**config.mk**
```make
export PLATFORM = sky130hd
export DESIGN_NAME = esa_ctrl
export DESIGN_NICKNAME = d
export VERILOG_FILES = /design/src/rtl/assert_macros.svh /design/src/rtl/esa_pkg.sv /design/src/rtl/esa_ctrl.sv
export SDC_FILE = /design/constraint.sdc
export NUM_CORES = 1
export LEC_CHECK = 0
export BUFFER_PORTS_ARGS = -buffer_cell sky130_fd_sc_hd__buf_2
export CORE_MARGIN = 4
export CORE_UTILIZATION = 54
export CTS_CLUSTER_SIZE = 14
export DETAILED_ROUTE_END_ITERATION = 6
export PLACE_DENSITY = 0.83
export SYNTH_ARGS = -nofsm -noshare
export SYNTH_HDL_FRONTEND = slang
export SYNTH_SLANG_ARGS = --single-unit
```
**constraint.sdc**
```tcl
create_clock -name clk_i -period 4.4 [get_ports clk_i]
set_input_delay 1.1 -clock clk_i [delete_from_list [all_inputs] [get_ports clk_i]]
set_output_delay 1.1 -clock clk_i [all_outputs]
set_load 0.1 [all_outputs]
```
**src/rtl/assert_macros.svh**
```systemverilog
`ifndef ASSERT_MACROS_SVH
`define ASSERT_MACROS_SVH

// property must hold at every clock edge out of reset
`define ASSERT_AT(lbl, prop, msg) \
  lbl: assert property (@(posedge clk_i) disable iff (!rst_ni) (prop)) else $error(msg);

// condition must never be seen out of reset
`define ASSERT_NEVER(lbl, cond, msg) \
  lbl: assert property (@(posedge clk_i) disable iff (!rst_ni) !(cond)) else $error(msg);

`endif

```
**src/rtl/esa_pkg.sv**
```systemverilog
`timescale 1ns / 1ps
package esa_pkg;

  localparam int RECORDS_DEF   = 64;
  localparam int SIZE_BITS_DEF = 32;
  localparam int CFG_IDX_W     = 4;

  localparam logic [31:0] EXTENT_RST = 32'd65536;
  localparam logic [4:0]  ALIGN_RST  = 5'd8;

  localparam logic [CFG_IDX_W-1:0] CFG_EXTENT = CFG_IDX_W'(0);
  localparam logic [CFG_IDX_W-1:0] CFG_ALIGN  = CFG_IDX_W'(1);

  localparam logic KIND_ALLOC = 1'b0;
  localparam logic KIND_FREE  = 1'b1;

  localparam logic [1:0] ST_ALLOC = 2'd0;
  localparam logic [1:0] ST_NOFIT = 2'd1;
  localparam logic [1:0] ST_FREED = 2'd2;
  localparam logic [1:0] ST_BADID = 2'd3;

  typedef struct packed {
    logic        kind;
    logic [31:0] req_size;
    logic [5:0]  free_id;
  } req_t;

  typedef struct packed {
    logic [1:0]  status;
    logic [5:0]  block_id;
    logic [31:0] origin;
    logic [31:0] granted_size;
    logic [31:0] bytes_in_use;
  } res_t;

  typedef enum logic [4:0] {
    OP_IDLE, OP_CLEAR, OP_SCAN, OP_EX0, OP_FIX0, OP_FIX1,
    OP_SP0, OP_SP1, OP_SP2, OP_SP3,
    OP_FR0, OP_FR1, OP_FR2, OP_FR3, OP_FR4,
    OP_FZ0, OP_FP0, OP_FP1, OP_FN0, OP_FN1, OP_FB0, OP_FB1, OP_RES
  } op_e;

  typedef struct packed {
    op_e  op;
    logic accept;
  } cmd_t;

  typedef struct packed {
    logic restart;
    logic clr_last;
    logic in_free;
    logic bad_id;
    logic hit_exact;
    logic hit_split;
    logic scan_done;
    logic cur_busy;
    logic p_free;
    logic n_free;
    logic slot_ne;
  } sts_t;

endpackage

```
**src/rtl/esa_ctrl.sv**
```systemverilog
`timescale 1ns / 1ps
module esa_ctrl import esa_pkg::*; (
  input  logic clk_i,
  input  logic rst_ni,
  input  logic start_i,
  input  sts_t sts_i,
  output cmd_t cmd_o,
  output logic busy_o,
  output logic done_o
);

  localparam logic [4:0] S_IDLE = 5'd0,  S_CLEAR = 5'd1,  S_SCAN = 5'd2,  S_EX0 = 5'd3;
  localparam logic [4:0] S_FIX0 = 5'd4,  S_FIX1 = 5'd5,   S_SP0 = 5'd6,   S_SP1 = 5'd7;
  localparam logic [4:0] S_SP2 = 5'd8,   S_SP3 = 5'd9,    S_FR0 = 5'd10,  S_FR1 = 5'd11;
  localparam logic [4:0] S_FR2 = 5'd12,  S_FR3 = 5'd13,   S_FR4 = 5'd14,  S_FZ0 = 5'd15;
  localparam logic [4:0] S_FP0 = 5'd16,  S_FP1 = 5'd17,   S_FN0 = 5'd18,  S_FN1 = 5'd19;
  localparam logic [4:0] S_FB0 = 5'd20,  S_FB1 = 5'd21,   S_RES = 5'd22;

  logic [4:0] state_q, state_d;

  always_comb begin
    state_d = state_q;
    cmd_o.op = OP_IDLE;
    cmd_o.accept = (state_q == S_IDLE) && start_i;
    unique case (state_q)
      S_IDLE: begin
        cmd_o.op = OP_IDLE;
        if (start_i) state_d = sts_i.in_free ? S_FR0 : S_SCAN;
      end
      S_CLEAR: begin
        cmd_o.op = OP_CLEAR;
        if (sts_i.clr_last) state_d = S_IDLE;
      end
      S_SCAN: begin
        cmd_o.op = OP_SCAN;
        if (sts_i.hit_exact) state_d = S_EX0;
        else if (sts_i.hit_split) state_d = S_SP0;
        else if (sts_i.scan_done) state_d = S_RES;
      end
      S_EX0: begin
        cmd_o.op = OP_EX0;
        state_d = S_FIX0;
      end
      S_FIX0: begin
        cmd_o.op = OP_FIX0;
        state_d = sts_i.slot_ne ? S_FIX1 : S_RES;
      end
      S_FIX1: begin
        cmd_o.op = OP_FIX1;
        state_d = S_RES;
      end
      S_SP0: begin
        cmd_o.op = OP_SP0;
        state_d = S_SP1;
      end
      S_SP1: begin
        cmd_o.op = OP_SP1;
        state_d = S_SP2;
      end
      S_SP2: begin
        cmd_o.op = OP_SP2;
        state_d = S_SP3;
      end
      S_SP3: begin
        cmd_o.op = OP_SP3;
        state_d = S_RES;
      end
      S_FR0: begin
        cmd_o.op = OP_FR0;
        state_d = sts_i.bad_id ? S_RES : S_FR1;
      end
      S_FR1: begin
        cmd_o.op = OP_FR1;
        state_d = sts_i.cur_busy ? S_FR2 : S_RES;
      end
      S_FR2: begin
        cmd_o.op = OP_FR2;
        state_d = S_FR3;
      end
      S_FR3: begin
        cmd_o.op = OP_FR3;
        state_d = S_FR4;
      end
      S_FR4: begin
        cmd_o.op = OP_FR4;
        if (sts_i.p_free && sts_i.n_free) state_d = S_FB0;
        else if (sts_i.p_free) state_d = S_FP0;
        else if (sts_i.n_free) state_d = S_FN0;
        else state_d = S_FZ0;
      end
      S_FZ0: begin
        cmd_o.op = OP_FZ0;
        state_d = S_RES;
      end
      S_FP0: begin
        cmd_o.op = OP_FP0;
        state_d = S_FP1;
      end
      S_FP1: begin
        cmd_o.op = OP_FP1;
        state_d = S_RES;
      end
      S_FN0: begin
        cmd_o.op = OP_FN0;
        state_d = S_FN1;
      end
      S_FN1: begin
        cmd_o.op = OP_FN1;
        state_d = S_RES;
      end
      S_FB0: begin
        cmd_o.op = OP_FB0;
        state_d = S_FB1;
      end
      S_FB1: begin
        cmd_o.op = OP_FB1;
        state_d = S_FIX0;
      end
      S_RES: begin
        cmd_o.op = OP_RES;
        state_d = S_IDLE;
      end
      default: begin
        cmd_o.op = OP_IDLE;
        state_d = S_CLEAR;
      end
    endcase
    // extent write rebuilds the table
    if (sts_i.restart) state_d = S_CLEAR;
  end

  assign busy_o = (state_q != S_IDLE);
  assign done_o = (state_q == S_RES);

  always_ff @(posedge clk_i or negedge rst_ni) begin
    if (!rst_ni) begin
      state_q <= S_CLEAR;
    end else begin
      state_q <= state_d;
    end
  end

endmodule

```
# Word level (Yosys, flattened, before mapping)
# Index checks and enable logic that the tools add are counted.
totals:
  mem_count: 0
  wordCells: 48
  mem_bits_ro: 0
  ramBits: 0
  regBits: 5
  latchBits: 0
op_classes:
  n_lt_le_gt_ge: 0
  add_sub_neg: 0
  div: 0
  n_mux: 15
  n_mul: 0
  n_reduce_logical: 7
  eq_ne: 25
  bitwise: 0
  shift: 0
ops:
  columns: ["operator", "count"]
  rows:
  - ["$pmux 5 s22", 1]
  - ["$pmux 5 s18", 1]
  - ["$mux 5", 12]
  - ["$eq 5x4->1 const B", 8]
  - ["$eq 5x5->1 const B", 7]
  - ["$eq 5x3->1 const B", 4]
  - ["$eq 5x2->1 const B", 2]
  - ["$ne 3x3->1 const B", 2]
  - ["$eq 5x1->1 const B", 1]
  - ["$logic_not 5->1", 1]
  - ["$ne 5x5->1 const B", 1]
  - ["$reduce_bool 5->1", 1]
  - ["$reduce_or 5->1", 1]
  - ["$mux 4", 1]
  - ["$reduce_and 3->1", 1]
  - ["$logic_and 1x1->1", 2]
  - ["$reduce_or 2->1", 1]

# Depth between registers and ports, before layout
logic_depth:
  word_depth: 5
  mapped_depth: 6
  ltp_nobuf: 6

# Worst setup path before layout
# No wires, ideal clock.
synth_timing:
  path_type: "register to output"
  from: "register state_q[2]"
  to: "output done_o"
  arrival_time_ns: 2.885
  path_buffers: 2
  path_stages_with_launch: 5
  path_slack_ns: 0.415
  t_required_ns: 3.300
  path_cell_list: "dfrtp_1 > buf_4 > buf_2 > nand2_1 > nor3_1"
synth_between:
  elab_chain_cells: 1
synth_lines:
  columns: ["element", "line", "text"]
  rows:
  - ["from (decl)", "esa_ctrl.sv:19", "logic [4:0] state_q, state_d;"]
  - ["from (signal assigned)", "esa_ctrl.sv:139", "state_q <= state_d;"]
  - ["$eq 5x5->1", "esa_ctrl.sv:133", "assign done_o = (state_q == S_RES);"]
  - ["to (decl)", "esa_ctrl.sv:9", "output logic done_o"]
# Every way passes these cells.

==> out/metrics.cfg <==
[synthesis]
synth_mux_area_frac = 0.01475
avgSynthCellArea_um2 = 7.632
ys_ff_latch = 5
syn_nets = 117
synth_edf_count = 0
synth-warning-count = 0
synth_top_family_by_area = compound AO/OA/AOI/OAI gates
synth_fa_ha_area_frac = 0.04918
synth_compound_area_frac = 0.3574
syn-instance-count = 100
synthDistinctLibCells = 42
synthArstFlopShare = 1.000
ys_seq_area_frac = 0.1656
synth-simple-area-share = 0.3033
syn-cell-area_um2 = 763.2
synth_xor_area_frac = 0
synth_flop_cell = dfrtp_1

[grt]
grt_usage = 0.1963
grt_pass1_vias = 725
grt_overflow = 0
grt_pass1_wl_um = 3063
antenna_found_initial = 0
grt_max_degree = 28

[timing]
final.setup.tns_ns = 0
clock_skew_ns = 0.001444
rsz0062_at_grt = false
setup_viol = 0
fmax_ghz = 0.3103
worst_slew_pin_slew_ns = 0.6843
period_share = 0.7325
period_needed_ns = 3.223
max_slew_margin = 0.5438
report.final.slew_viol_count = 0
finalHoldViolCount = 0

[clocking]
cts.reportedPaths.clkPinSlew_ns = 0.04
clk-insertion-delay-late_ns = 0.23
clock_sinks = 5
tritoncts = done
clock_path_buffers = 2
postCtsSetupBuffers = 0
htreeDepth = 1
cts_resized = 0
cts_root_buf = clkbuf_4
hold_buffers = 0
cts_buffers = 3

[status]
status = finished, final reports clean

[detailed_routing]
viasPerCell = 6.130
drt-initial-drc-count = 22
vias = 803
drt-pass1-iter-count = 4
drtAntennaViolNets = 0
route.detailed.drc = 0
routedWlPerCell_um = 14.06
drt-total-wl_um = 1842

[placed_design]
hpwlAfterDp_um = 1383
portBuffers = 21
gp_congestion = 0.8683

[critical_path]
crit_path_start_kind = flop
critical_path_class = reg2out
critPathRequiredTime_ns = 3.30
cp.arrival_ns = 2.12
crit_fanout = 27
critPathCaptureType = output port

[floorplanning]
io_pins = 22
coreArea_um2 = 1318
die_x_um = 45.60
dieArea_um2 = 2079
start_util = 0.5793
die_h_um = 45.60
num_rows = 13

[final_layout]
reg.largest.list = state_q (5)
mostFrequentLayoutCell = buf_2
mostFrequentLayoutCells = buf_2, a21oi_1, nor2_1, nor2b_1
fillers = 122
syn_to_final_growth_pct = 12.62
final_layout_size_suffix_gt1_frac = 0.2845
largest_reg_flops = 5
antenna_cells = 0
regMostFlops = state_q
nets = 134

[hold_path]
hold_path_class = in2async

[flow_run]
cap_violations = 0

## cell type report
| type | instances | area (µm²) | share of cell area |
|---|---|---|---|
| tap | 15 | 18.77 | 0.02183 |
| timing repair buffer | 22 | 112.6 | 0.1310 |
| inverter | 6 | 22.52 | 0.02620 |
| multi-input combinational | 79 | 553.0 | 0.6434 |
| clock buffer | 4 | 26.28 | 0.03057 |
| sequential | 5 | 126.4 | 0.1470 |
## cells by family (layout without fill, tap and decap cells)
group           Yosys count  after routing
flops                     5              5
buf+inv                  16             32
mux                       1              1
fa+ha+maj                 3              3
simple gates             36             36
compound gates           39             39
## routing by layer
metal,wire [µm],GRT usage
met5,0,0
met4,0,0.07602
met3,90,0.01581
met2,946,0.3370
met1,805,0.2500
## Yosys cell counts, types with 3 or more instances
| cell | instances | area (µm²) |
|---|---|---|
| and2_1 | 3 | 18.77 |
| inv_1 | 5 | 18.77 |
| ha_1 | 3 | 37.54 |
| nor2b_1 | 6 | 37.54 |
| a21oi_1 | 10 | 50.05 |
| a31oi_1 | 3 | 18.77 |
| buf_2 | 7 | 35.03 |
| o21a_1 | 4 | 30.03 |
| nor2_1 | 7 | 26.28 |
| o21ai_0 | 5 | 25.02 |
| o211ai_1 | 3 | 22.52 |
| nand2_1 | 4 | 15.01 |
| dfrtp_1 | 4 | 100.1 |
## metrics by stage
| step | hold WS, ns | cell area [µm²] | instances | util | setup slack (ns) |
|---|---|---|---|---|---|
| after detailed placement | 0.8161 | 833.3 | 127 | 0.6325 | 1.425 |
| after floorplan | 0.6774 | 763.2 | 100 | - | 0.4146 |
| after global placement | 0.8070 | 833.3 | 127 | 0.6325 | 1.513 |
| after global routing | 0.6677 | 859.6 | 131 | 0.6524 | 1.024 |
| final | 0.6723 | 859.6 | 131 | 0.6524 | 1.177 |
| after CTS | 0.6693 | 859.6 | 131 | 0.6524 | 1.185 |
## worst paths after layout
path	slack, ns	start	to	cells past startpoint
worst max register to register	2.52	state_q[3]	state_q[3]	4
max in group asynchronous	3.52	rst_ni	state_q[0]	1
worst min register to register	0.82	state_q[0]	state_q[4]	2
worst max-delay path	1.18	state_q[3]	cmd_o[0]	4
worst min-delay path	0.67	rst_ni	state_q[1]	1
min in group clk_i	0.82	state_q[0]	state_q[4]	2
## worst max-delay path: stages (launching register included)
cell,delay [ns]
dfrtp_1,0.62
or3_1,0.41
nor3_1,0.28
and2_1,0.17
buf_2,0.42
Power is not shown: default switching activity piles up to over one toggle a cycle in this logic, so the estimate is an artifact.
